--- src/hdl/ufcs_pkg.sv ---
package ufcs_pkg;

   // Frame layout
   localparam int unsigned BODY_LEN    = 18;
   localparam logic [4:0]  POS_HUNT    = 5'd0;
   localparam logic [4:0]  POS_HEADER2 = 5'd1;
   localparam logic [4:0]  POS_CHECK   = 5'd20;

   // Result status codes
   localparam logic [1:0] STATUS_OK      = 2'd0;
   localparam logic [1:0] STATUS_BAD_SUM = 2'd1;
   localparam logic [1:0] STATUS_STALE   = 2'd2;

   // Configuration register indexes
   localparam int unsigned CSR_INDEX_WIDTH = 1;
   localparam logic [0:0]  CSR_HEADER_BYTE = 1'd0;
   localparam logic [0:0]  CSR_WRAP_WINDOW = 1'd1;

   localparam logic [7:0] HEADER_RESET = 8'hA5;
   localparam logic [7:0] WINDOW_RESET = 8'd100;

   // Queue between front and back
   localparam int unsigned QUEUE_DEPTH = 2;
   localparam int unsigned QUEUE_AW    = 1;

   // One completed frame as handed from front to back
   typedef struct packed {
      logic        sum_ok;
      logic [7:0]  seq;
      logic [7:0]  id;
      logic [31:0] word0;
      logic [31:0] word1;
      logic [31:0] word2;
      logic [31:0] word3;
   } frame_type;

endpackage

--- src/hdl/uart_frame_checksum_seq_parser_unit.sv ---
// Channel   | Direction | Handshake            | Payload
// ----------+-----------+----------------------+------------------------------------------
// req       | in        | req_valid/req_ready  | req_rx_byte[7:0]
// rsp       | out       | rsp_valid/rsp_ready  | rsp_status, rsp_frame_seq, rsp_frame_id,
//           |           |                      | rsp_word0..rsp_word3
// csr       | in        | csr_write_en         | csr_index[0:0], csr_wdata[7:0]
//
// One received byte is taken every cycle while the two-entry frame queue has room.
// A result goes from the checksum byte into a queue entry and then into the output
// register. Reset (synchronous) clears position, sum, queue, output valid and last
// sequence, and loads header 0xA5 and window 100.
// A stalled rsp side fills the queue; only then does req_ready drop.
module uart_frame_checksum_seq_parser_unit (
   input  logic        clock,
   input  logic        reset,
   input  logic        req_valid,
   output logic        req_ready,
   input  logic [7:0]  req_rx_byte,
   output logic        rsp_valid,
   input  logic        rsp_ready,
   output logic [1:0]  rsp_status,
   output logic [7:0]  rsp_frame_seq,
   output logic [7:0]  rsp_frame_id,
   output logic [31:0] rsp_word0,
   output logic [31:0] rsp_word1,
   output logic [31:0] rsp_word2,
   output logic [31:0] rsp_word3,
   input  logic        csr_write_en,
   input  logic [ufcs_pkg::CSR_INDEX_WIDTH-1:0] csr_index,
   input  logic [7:0]  csr_wdata
);

   logic [7:0]          header_ff;
   logic [7:0]          window_ff;
   logic                push;
   logic                pop;
   logic                queue_full;
   logic                queue_not_empty;
   ufcs_pkg::frame_type push_frame;
   ufcs_pkg::frame_type head_frame;

   // Configuration registers
   always_ff @(posedge clock) begin
      if (reset) begin
         header_ff <= ufcs_pkg::HEADER_RESET;
         window_ff <= ufcs_pkg::WINDOW_RESET;
      end else if (csr_write_en) begin
         case (csr_index)
            ufcs_pkg::CSR_HEADER_BYTE: header_ff <= csr_wdata;
            ufcs_pkg::CSR_WRAP_WINDOW: window_ff <= csr_wdata;
            default: ;
         endcase
      end
   end

   ufcs_front u_front (
      .clock       (clock),
      .reset       (reset),
      .byte_valid  (req_valid),
      .byte_data   (req_rx_byte),
      .queue_full  (queue_full),
      .header_byte (header_ff),
      .byte_ready  (req_ready),
      .push        (push),
      .push_frame  (push_frame)
   );

   ufcs_queue u_queue (
      .clock      (clock),
      .reset      (reset),
      .push       (push),
      .push_frame (push_frame),
      .pop        (pop),
      .full       (queue_full),
      .not_empty  (queue_not_empty),
      .head_frame (head_frame)
   );

   ufcs_back u_back (
      .clock         (clock),
      .reset         (reset),
      .head_valid    (queue_not_empty),
      .head_frame    (head_frame),
      .wrap_window   (window_ff),
      .rsp_ready     (rsp_ready),
      .pop           (pop),
      .rsp_valid     (rsp_valid),
      .rsp_status    (rsp_status),
      .rsp_frame_seq (rsp_frame_seq),
      .rsp_frame_id  (rsp_frame_id),
      .rsp_word0     (rsp_word0),
      .rsp_word1     (rsp_word1),
      .rsp_word2     (rsp_word2),
      .rsp_word3     (rsp_word3)
   );

endmodule

--- src/hdl/ufcs_front.sv ---
module ufcs_front (
   input  logic                 clock,
   input  logic                 reset,
   input  logic                 byte_valid,
   input  logic [7:0]           byte_data,
   input  logic                 queue_full,
   input  logic [7:0]           header_byte,
   output logic                 byte_ready,
   output logic                 push,
   output ufcs_pkg::frame_type  push_frame
);

   logic [4:0] pos_ff;
   logic [4:0] pos_in;
   logic [7:0] sum_ff;
   logic [7:0] sum_in;
   logic [7:0] body_ff [ufcs_pkg::BODY_LEN];
   logic       take;
   logic       body_byte;
   logic       check_byte;

   assign byte_ready = !queue_full;
   assign take       = byte_valid && byte_ready;
   assign body_byte  = (pos_ff > ufcs_pkg::POS_HEADER2) && (pos_ff < ufcs_pkg::POS_CHECK);
   assign check_byte = (pos_ff == ufcs_pkg::POS_CHECK);
   assign push       = take && check_byte;

   // Classify the byte by its place in the frame
   always_comb begin
      pos_in = pos_ff;
      sum_in = sum_ff;
      if (take) begin
         if (pos_ff == ufcs_pkg::POS_HEADER2) begin
            pos_in = (byte_data == header_byte) ? 5'd2 : ufcs_pkg::POS_HUNT;
            sum_in = 8'd0;
         end else if (body_byte) begin
            pos_in = pos_ff + 5'd1;
            sum_in = sum_ff + byte_data;
         end else if (check_byte) begin
            pos_in = ufcs_pkg::POS_HUNT;
            sum_in = 8'd0;
         end else begin
            pos_in = (byte_data == header_byte) ? ufcs_pkg::POS_HEADER2 : ufcs_pkg::POS_HUNT;
            sum_in = 8'd0;
         end
      end
   end

   always_ff @(posedge clock) begin
      if (reset) begin
         pos_ff <= ufcs_pkg::POS_HUNT;
         sum_ff <= 8'd0;
      end else begin
         pos_ff <= pos_in;
         sum_ff <= sum_in;
      end
   end

   // Shift body bytes in; the oldest ends at entry zero
   always_ff @(posedge clock) begin
      if (take && body_byte) begin
         for (int i = 0; i < ufcs_pkg::BODY_LEN - 1; i++) begin
            body_ff[i] <= body_ff[i+1];
         end
         body_ff[ufcs_pkg::BODY_LEN-1] <= byte_data;
      end
   end

   // Pack the finished frame for the back end
   always_comb begin
      push_frame.sum_ok = (byte_data == sum_ff);
      push_frame.seq    = body_ff[0];
      push_frame.id     = body_ff[1];
      push_frame.word0  = {body_ff[5],  body_ff[4],  body_ff[3],  body_ff[2]};
      push_frame.word1  = {body_ff[9],  body_ff[8],  body_ff[7],  body_ff[6]};
      push_frame.word2  = {body_ff[13], body_ff[12], body_ff[11], body_ff[10]};
      push_frame.word3  = {body_ff[17], body_ff[16], body_ff[15], body_ff[14]};
   end

endmodule

--- src/hdl/ufcs_queue.sv ---
module ufcs_queue (
   input  logic                 clock,
   input  logic                 reset,
   input  logic                 push,
   input  ufcs_pkg::frame_type  push_frame,
   input  logic                 pop,
   output logic                 full,
   output logic                 not_empty,
   output ufcs_pkg::frame_type  head_frame
);

   ufcs_pkg::frame_type entry_ff [ufcs_pkg::QUEUE_DEPTH];
   logic [ufcs_pkg::QUEUE_AW-1:0] wr_ptr_ff;
   logic [ufcs_pkg::QUEUE_AW-1:0] rd_ptr_ff;
   logic [ufcs_pkg::QUEUE_AW:0]   count_ff;
   logic [ufcs_pkg::QUEUE_AW:0]   count_in;

   localparam logic [ufcs_pkg::QUEUE_AW:0] FULL_COUNT =
      (ufcs_pkg::QUEUE_AW+1)'(ufcs_pkg::QUEUE_DEPTH);
   localparam logic [ufcs_pkg::QUEUE_AW-1:0] LAST_SLOT =
      ufcs_pkg::QUEUE_AW'(ufcs_pkg::QUEUE_DEPTH - 1);

   assign full       = (count_ff == FULL_COUNT);
   assign not_empty  = (count_ff != '0);
   assign head_frame = entry_ff[rd_ptr_ff];

   always_comb begin
      count_in = count_ff;
      if (push && !pop) begin
         count_in = count_ff + 1'b1;
      end else if (pop && !push) begin
         count_in = count_ff - 1'b1;
      end
   end

   // Advance pointers and count
   always_ff @(posedge clock) begin
      if (reset) begin
         wr_ptr_ff <= '0;
         rd_ptr_ff <= '0;
         count_ff  <= '0;
      end else begin
         count_ff <= count_in;
         if (push) begin
            wr_ptr_ff <= (wr_ptr_ff == LAST_SLOT) ? '0 : wr_ptr_ff + 1'b1;
         end
         if (pop) begin
            rd_ptr_ff <= (rd_ptr_ff == LAST_SLOT) ? '0 : rd_ptr_ff + 1'b1;
         end
      end
   end

   // Hold frame data
   always_ff @(posedge clock) begin
      if (push) begin
         entry_ff[wr_ptr_ff] <= push_frame;
      end
   end

endmodule

--- src/hdl/ufcs_back.sv ---
module ufcs_back (
   input  logic                 clock,
   input  logic                 reset,
   input  logic                 head_valid,
   input  ufcs_pkg::frame_type  head_frame,
   input  logic [7:0]           wrap_window,
   input  logic                 rsp_ready,
   output logic                 pop,
   output logic                 rsp_valid,
   output logic [1:0]           rsp_status,
   output logic [7:0]           rsp_frame_seq,
   output logic [7:0]           rsp_frame_id,
   output logic [31:0]          rsp_word0,
   output logic [31:0]          rsp_word1,
   output logic [31:0]          rsp_word2,
   output logic [31:0]          rsp_word3
);

   logic        valid_ff;
   logic [7:0]  last_seq_ff;
   logic [1:0]  status_ff;
   logic [1:0]  status_in;
   logic [7:0]  seq_ff;
   logic [7:0]  id_ff;
   logic [31:0] word0_ff;
   logic [31:0] word1_ff;
   logic [31:0] word2_ff;
   logic [31:0] word3_ff;
   logic        newer;
   logic        wrapped;
   logic        fresh;
   logic [7:0]  back_dist;

   assign pop = head_valid && (!valid_ff || rsp_ready);

   // Judge sequence freshness against the last accepted frame
   assign back_dist = last_seq_ff - head_frame.seq;
   assign newer     = head_frame.seq > last_seq_ff;
   assign wrapped   = (last_seq_ff > head_frame.seq) && (back_dist > wrap_window);
   assign fresh     = head_frame.sum_ok && (newer || wrapped);

   always_comb begin
      if (!head_frame.sum_ok) begin
         status_in = ufcs_pkg::STATUS_BAD_SUM;
      end else if (newer || wrapped) begin
         status_in = ufcs_pkg::STATUS_OK;
      end else begin
         status_in = ufcs_pkg::STATUS_STALE;
      end
   end

   // Control: output valid and last sequence
   always_ff @(posedge clock) begin
      if (reset) begin
         valid_ff    <= 1'b0;
         last_seq_ff <= 8'd0;
      end else begin
         if (pop) begin
            valid_ff <= 1'b1;
         end else if (rsp_ready) begin
            valid_ff <= 1'b0;
         end
         if (pop && fresh) begin
            last_seq_ff <= head_frame.seq;
         end
      end
   end

   // Load the result; rejected frames carry zero fields
   always_ff @(posedge clock) begin
      if (pop) begin
         status_ff <= status_in;
         seq_ff    <= fresh ? head_frame.seq   : 8'd0;
         id_ff     <= fresh ? head_frame.id    : 8'd0;
         word0_ff  <= fresh ? head_frame.word0 : 32'd0;
         word1_ff  <= fresh ? head_frame.word1 : 32'd0;
         word2_ff  <= fresh ? head_frame.word2 : 32'd0;
         word3_ff  <= fresh ? head_frame.word3 : 32'd0;
      end
   end

   assign rsp_valid     = valid_ff;
   assign rsp_status    = status_ff;
   assign rsp_frame_seq = seq_ff;
   assign rsp_frame_id  = id_ff;
   assign rsp_word0     = word0_ff;
   assign rsp_word1     = word1_ff;
   assign rsp_word2     = word2_ff;
   assign rsp_word3     = word3_ff;

endmodule
--- config.mk ---
export PLATFORM = sky130hd
export DESIGN_NAME = uart_frame_checksum_seq_parser_unit
export DESIGN_NICKNAME = d
export VERILOG_FILES = /design/src/hdl/ufcs_pkg.sv /design/src/hdl/uart_frame_checksum_seq_parser_unit.sv /design/src/hdl/ufcs_front.sv /design/src/hdl/ufcs_queue.sv /design/src/hdl/ufcs_back.sv
export SDC_FILE = /design/constraint.sdc
export NUM_CORES = 1
export LEC_CHECK = 0
export ABC_AREA = 1
export BUFFER_PORTS_ARGS = -buffer_cell sky130_fd_sc_hd__buf_2
export CAP_MARGIN = 20
export CORE_ASPECT_RATIO = 1.5
export CORE_MARGIN = 2
export CORE_UTILIZATION = 35
export CTS_BUF_LIST = sky130_fd_sc_hd__clkbuf_8
export DETAILED_ROUTE_END_ITERATION = 8
export GPL_TIMING_DRIVEN = 0
export SLEW_MARGIN = 20
export SYNTH_ARGS = -nofsm -noshare
export SYNTH_HDL_FRONTEND = slang
export SYNTH_SLANG_ARGS = --single-unit
--- constraint.sdc ---
create_clock -name clock -period 8.3 [get_ports clock]
set_clock_uncertainty 0.1 [all_clocks]
set_input_delay 1.66 -clock clock [delete_from_list [all_inputs] [get_ports clock]]
set_output_delay 1.66 -clock clock [all_outputs]
set_load 0.03 [all_outputs]
Yosys cells after proc, flatten, opt, wreduce, memory -nomap -nowiden --
Memories as Yosys holds them, arrays and structs flattened. A register that Yosys moved wholly into a read port is not among the register bits. Cells that the tools add are included.
Word-level totals: flip-flop bits (word level) 188, RAM bits 434, bits of input ports 22, output and inout port bits 148, word-level logic and storage cells 77, memories 2
Operators by class: add/sub/neg operators 7, order comparisons 5, equality and inequality tests 5, mux-type cells 20, bitwise operators 1, reduce and logical (&&, ||, !) cells 21
Memory list:
- u_queue.entry_ff | depth 2, bits a word 145, read ports 1, clocked after memory_dff 1, wr ports 1, RTL line ufcs_queue.sv:12 | ufcs_pkg::frame_type entry_ff [ufcs_pkg::QUEUE_DEPTH];
- u_front.body_ff | depth 18, bits a word 8, read ports 18, clocked after memory_dff 0, wr ports 18, RTL line ufcs_front.sv:17 | logic [7:0] body_ff [ufcs_pkg::BODY_LEN];
Operators by type and width (number):
- $gt 8x8->1 | 3
- $eq 8x8->1 | 2
- $mux 8 | 2
- $mux 5 | 3
- $mux 1 | 11
- $logic_and 1x1->1 | 10
- $add 8x8->8 | 1
- $mux 2 | 4
- $sub 8x8->8 | 1
- $reduce_bool 2->1 | 3
- $add 5x1->5 const B | 1
- $eq 5x1->1 const B | 1
- $eq 5x5->1 const B | 1
- $gt 5x1->1 const B | 1
- $lt 5x5->1 const B | 1
- $logic_not 1->1 | 4
- $reduce_and 2->1 | 2
- $add 1x1->1 const B | 2
- $add 2x1->2 const B | 1
- $eq 2x2->1 const B | 1
- $logic_or 1x1->1 | 2
- $sub 2x1->2 const B | 1
- $not 1->1 | 1

Logic depth before layout (Yosys ltp) --
depth in word-level cells 8, depth in mapped cells 23, depth with buffers taken out 22

Modules after synthesis --
Synthesis repeated with hierarchy kept, for this count alone.
Second synthesis, totals: cell total of the unflattened synthesis 1483, area, all modules 23521.3 um2
Modules (own cells, without submodules):
- ufcs_queue | times used 1, cells an instance 484, area each 10879.2 um2, seq. area each 8808.4 um2
- ufcs_back | times used 1, cells an instance 606, area each 6587.6 um2, seq. area each 4564.4 um2
- ufcs_front | times used 1, cells an instance 312, area each 5436.5 um2, seq. area each 4584.4 um2
- uart_frame_checksum_seq_parser_unit | times used 1, cells an instance 81, area each 618.1 um2, seq. area each 320.3 um2

Worst setup path after synthesis --
No wires, ideal clock.
path kind input-to-reg, start point in req_valid, end point mem u_queue.entry_ff[1][0] in the netlist's numbering, enable pin, setup time 653 ps, arrival time 8090 ps, data required time 7547 ps, path slack -542 ps, cell stages on the path 4, buffers on the path 0, path through nand2_1 nor2_1 inv_1 nor2_1
On the way: word-level cells in the longest chain between the ends 4
RTL lines:
- from (decl) | RTL line uart_frame_checksum_seq_parser_unit.sv:16 | input logic req_valid,
- $logic_and 1x1->1 | RTL line ufcs_front.sv:23 | assign take = byte_valid && byte_ready;
- $logic_and 1x1->1 | RTL line ufcs_front.sv:26 | assign push = take && check_byte;
- named net push | RTL line uart_frame_checksum_seq_parser_unit.sv:35 | logic push;
- $mux 1 | RTL line ufcs_queue.sv:55 | if (push) begin
- $mux 1 (not written as such) | RTL line ufcs_queue.sv:56 | entry_ff[wr_ptr_ff] <= push_frame;
- to (decl) | RTL line ufcs_queue.sv:12
The timed path passes the listed nets, and every way through them passes these cells.

==> results.sh <==
export IMPL_outcome="completed"
export IMPL_crit_chain="buf_4 > buf_2 > o21ai_0 > inv_1 > ha_1 > fa_1 > o21ai_2 > a31oi_1 > xor2_1 > ha_1 > nand2_1 > nor2_1 > nand2_1 > nand2_1 > inv_1 > nand2_1 > nand2_2 > nand2_4 > buf_2 > nor2_1"
export IMPL_nets=1779
export IMPL_portBuffers=169
export IMPL_drive_gt1_frac=0.191
export IMPL_rsz0062_at_grt="false"
export IMPL_cts_resized=0
export IMPL_min_from="u_front.body_ff[0][6]"
export IMPL_hold_viol_final=0
export IMPL_clk_latency_ns=0.67
export IMPL_antenna_found_initial=2
export IMPL_synthesis_area_sq_um=22300
export IMPL_post_route_period_util=0.559
export IMPL_setup_tns_ns=0
export IMPL_cts_buffer_depth=3
export IMPL_min_path_type="flop to flop"
export IMPL_synth_cell_types=39
export IMPL_crit_cells=20
export IMPL_rr_worst_depth=20
export IMPL_multi_input_area_sq_um=3520
export IMPL_cap_violations=0
export IMPL_clk_pin_slew_ns=0.07
export IMPL_vias=12100
export IMPL_power_density_nw_per_um2=355
export IMPL_dieHeight_um=313
export IMPL_cts_tree="built"
export IMPL_dp_hpwl_um=32500
export IMPL_seq_area_sq_um=18300
export IMPL_synth_top_flop_cell="edfxtp_1"
export IMPL_hold_depth=0
export IMPL_drt_initial_drc_count=818
export IMPL_drt_first_pass_iters=5
export IMPL_slew_headroom=0.463
export IMPL_critPathLaunchType="flop"
export IMPL_grt_util_all_layers=0.147
export IMPL_grt_busiest_layer="met2"
export IMPL_grtUsageMet3=0.0339
export IMPL_gp_congestion=0.775
export IMPL_worst_pin_slew_ns=0.806
export IMPL_crit_path_top_delay_cell="o21ai_0"
export IMPL_grt_pass1_vias=12100
export IMPL_final_max_slew_viol_count=0
export IMPL_die_w_um=210
export IMPL_grt_max_degree=100
export IMPL_grt_use_met1=0.174
export IMPL_route_final_wire_length_um=48400
export IMPL_syn_to_final_growth_pct=17.8
export IMPL_cts_made_buffers=88
export IMPL_core_sq_um=63200
export IMPL_synth_enable_flop_cells=580
export IMPL_vdd_ir_drop_max_mv=0.220
export IMPL_synthArstFlopShare=0
export IMPL_drc_errors=0
export IMPL_cts_hold_buffers_added=0
export IMPL_post_cts_buffers=0
export IMPL_post_place_ws_ns=3.67
export IMPL_seq_area_frac_synth=0.819
export IMPL_worstSetupPathType="flop to flop"
export IMPL_cp_slowest_stage_delay_ns=0.61
export IMPL_synth_warning_count=0
export IMPL_io_pin_count=170
export IMPL_synthesis_nets=1504
export IMPL_start_util=0.353
export IMPL_met2_usage=0.261
export IMPL_period_needed_ns=4.64
export IMPL_post_drt_wl_per_cell_um=18.6
export IMPL_total_power_w=0.00933
export IMPL_clockRootBuffer="clkbuf_8"
export IMPL_leakage_nw=9.48
export IMPL_cts_sinks=623
export IMPL_fill_cells=5694
export IMPL_cp_required_ns=8.56
export IMPL_crit_top_cell="nand2_1"
export IMPL_ys_ff_latch=623
export IMPL_timing_final_ws_setup_ns=3.66
export IMPL_cts_max_level=3
export IMPL_grt_pass1_wl_um=72500
export IMPL_crit_family="compound AO/OA/AOI/OAI gates"
export IMPL_die_area_sq_um=65900
export IMPL_grt_overflow=0
export IMPL_std_cell_rows=113
export IMPL_synthCells=1451
export IMPL_cp_end_kind="flop"
export IMPL_clock_fmax_mhz=216
export IMPL_synth_avg_cell_area_sq_um=15.4
export IMPL_antenna_left=0
export IMPL_viasPerCell=4.63
export IMPL_cp_data_arrival_time_ns=4.90
export IMPL_setup_viol=0
export IMPL_path_max_fanout=10
export IMPL_crit_buf_inv=5
==> report_power, final <==
| part | total [W] | leakage (nW) | internal (W) | switching [W] |
|---|---|---|---|---|
| logic | 0.00285 | 2.89 | 0.000710 | 0.00214 |
| registers | 0.00420 | 5.66 | 0.00406 | 0.000134 |
| clock network | 0.00229 | 0.939 | 0.00116 | 0.00112 |
| total | 0.00933 | 9.48 | 0.00593 | 0.00340 |
==> routing by layer <==
metal | share of wire | vias up
li1 | - | 5772
met1 | 0.40 | 5922
met2 | 0.52 | 300
met3 | 0.054 | 63
met4 | 0.021 | 0
met5 | 0 | -
==> final timing paths <==
path                              end  slack (ns)
max           u_back.rsp_frame_seq[0]        3.66
min reg2reg  u_queue.entry_ff[0][142]        0.35
min          u_queue.entry_ff[0][142]        0.35
max reg2reg   u_back.rsp_frame_seq[0]        3.66
==> state kept, by name, indices dropped and copies added (netlist names), 32 cells and up, named ones only <==
register	flops
u_back.rsp_word0	32
u_back.rsp_word1	32
u_back.rsp_word2	32
u_back.rsp_word3	32
u_front.body_ff	144
u_queue.entry_ff	290
==> cells in the mapped netlist, types with 3 or more instances <==
| cell type | count | area [sq um] |
|---|---|---|
| mux2i_1 | 6 | 60.1 |
| nand2_1 | 363 | 1360 |
| buf_12 | 3 | 60.1 |
| a21oi_1 | 159 | 796 |
| edfxtp_1 | 580 | 17400 |
| nor2_1 | 53 | 199 |
| inv_1 | 58 | 218 |
| xnor2_1 | 7 | 61.3 |
| xor2_1 | 11 | 96.3 |
| a21oi_2 | 10 | 87.6 |
| o211ai_1 | 3 | 22.5 |
| clkbuf_1 | 29 | 109 |
| dfxtp_1 | 43 | 861 |
| nor3_1 | 3 | 15.0 |
| buf_6 | 4 | 45.0 |
| nand4_1 | 14 | 87.6 |
| o21ai_0 | 19 | 95.1 |
| a31oi_1 | 3 | 18.8 |
| ha_1 | 29 | 363 |
| buf_2 | 13 | 65.1 |
| inv_2 | 3 | 11.3 |
| nand3_1 | 15 | 75.1 |
==> cells in the final DEF (no fill, tap or decap), types with 19 or more instances in the layout <==
| cell type | Yosys | routed |
|---|---|---|
| ha_1 | 29 | 29 |
| edfxtp_1 | 580 | 580 |
| clkinv_1 | 0 | 23 |
| nor2_1 | 53 | 51 |
| a21oi_1 | 159 | 159 |
| buf_2 | 13 | 181 |
| inv_1 | 58 | 81 |
| clkbuf_8 | 0 | 93 |
| nand2_1 | 363 | 363 |
| o21ai_0 | 19 | 19 |
| dfxtp_1 | 43 | 43 |
| clkbuf_1 | 29 | 29 |
==> kinds of logic (layout without fill, tap and decap cells) <==
logic type,after synthesis,count (layout),share of synthesized area
flip-flops,623,623,0.819
AND/OR/NAND/NOR,457,457,0.0810
AO/OA/AOI/OAI,202,202,0.0483
buffers and inverters,114,459,0.0241
adder cells (fa/ha/maj),31,31,0.0180
XOR/XNOR,18,18,0.00706
multiplexers,6,6,0.00269
other,0,1,0
==> area by class of cell <==
type	instances	share of cell area
diodes	1	0.0000952
repair buffers	185	0.0478
plain buffers	53	0.0121
inverters	61	0.00900
multi-input cells	714	0.134
clock inverters	67	0.0147
clock buffers	93	0.0487
well taps	805	0.0383
flip-flops and latches	623	0.695
==> metrics by stage <==
step,hold slack [ns],instances,util,area [sq um]
after floorplan,0.321,1451,-,22300
final,0.350,2602,0.416,26300
after CTS,0.341,2601,0.416,26300
after detailed placement,0.336,2441,0.390,24600
after global routing,0.371,2602,0.416,26300
after global placement,0.329,2425,0.383,24200
Power figures use the tool's default switching activity.
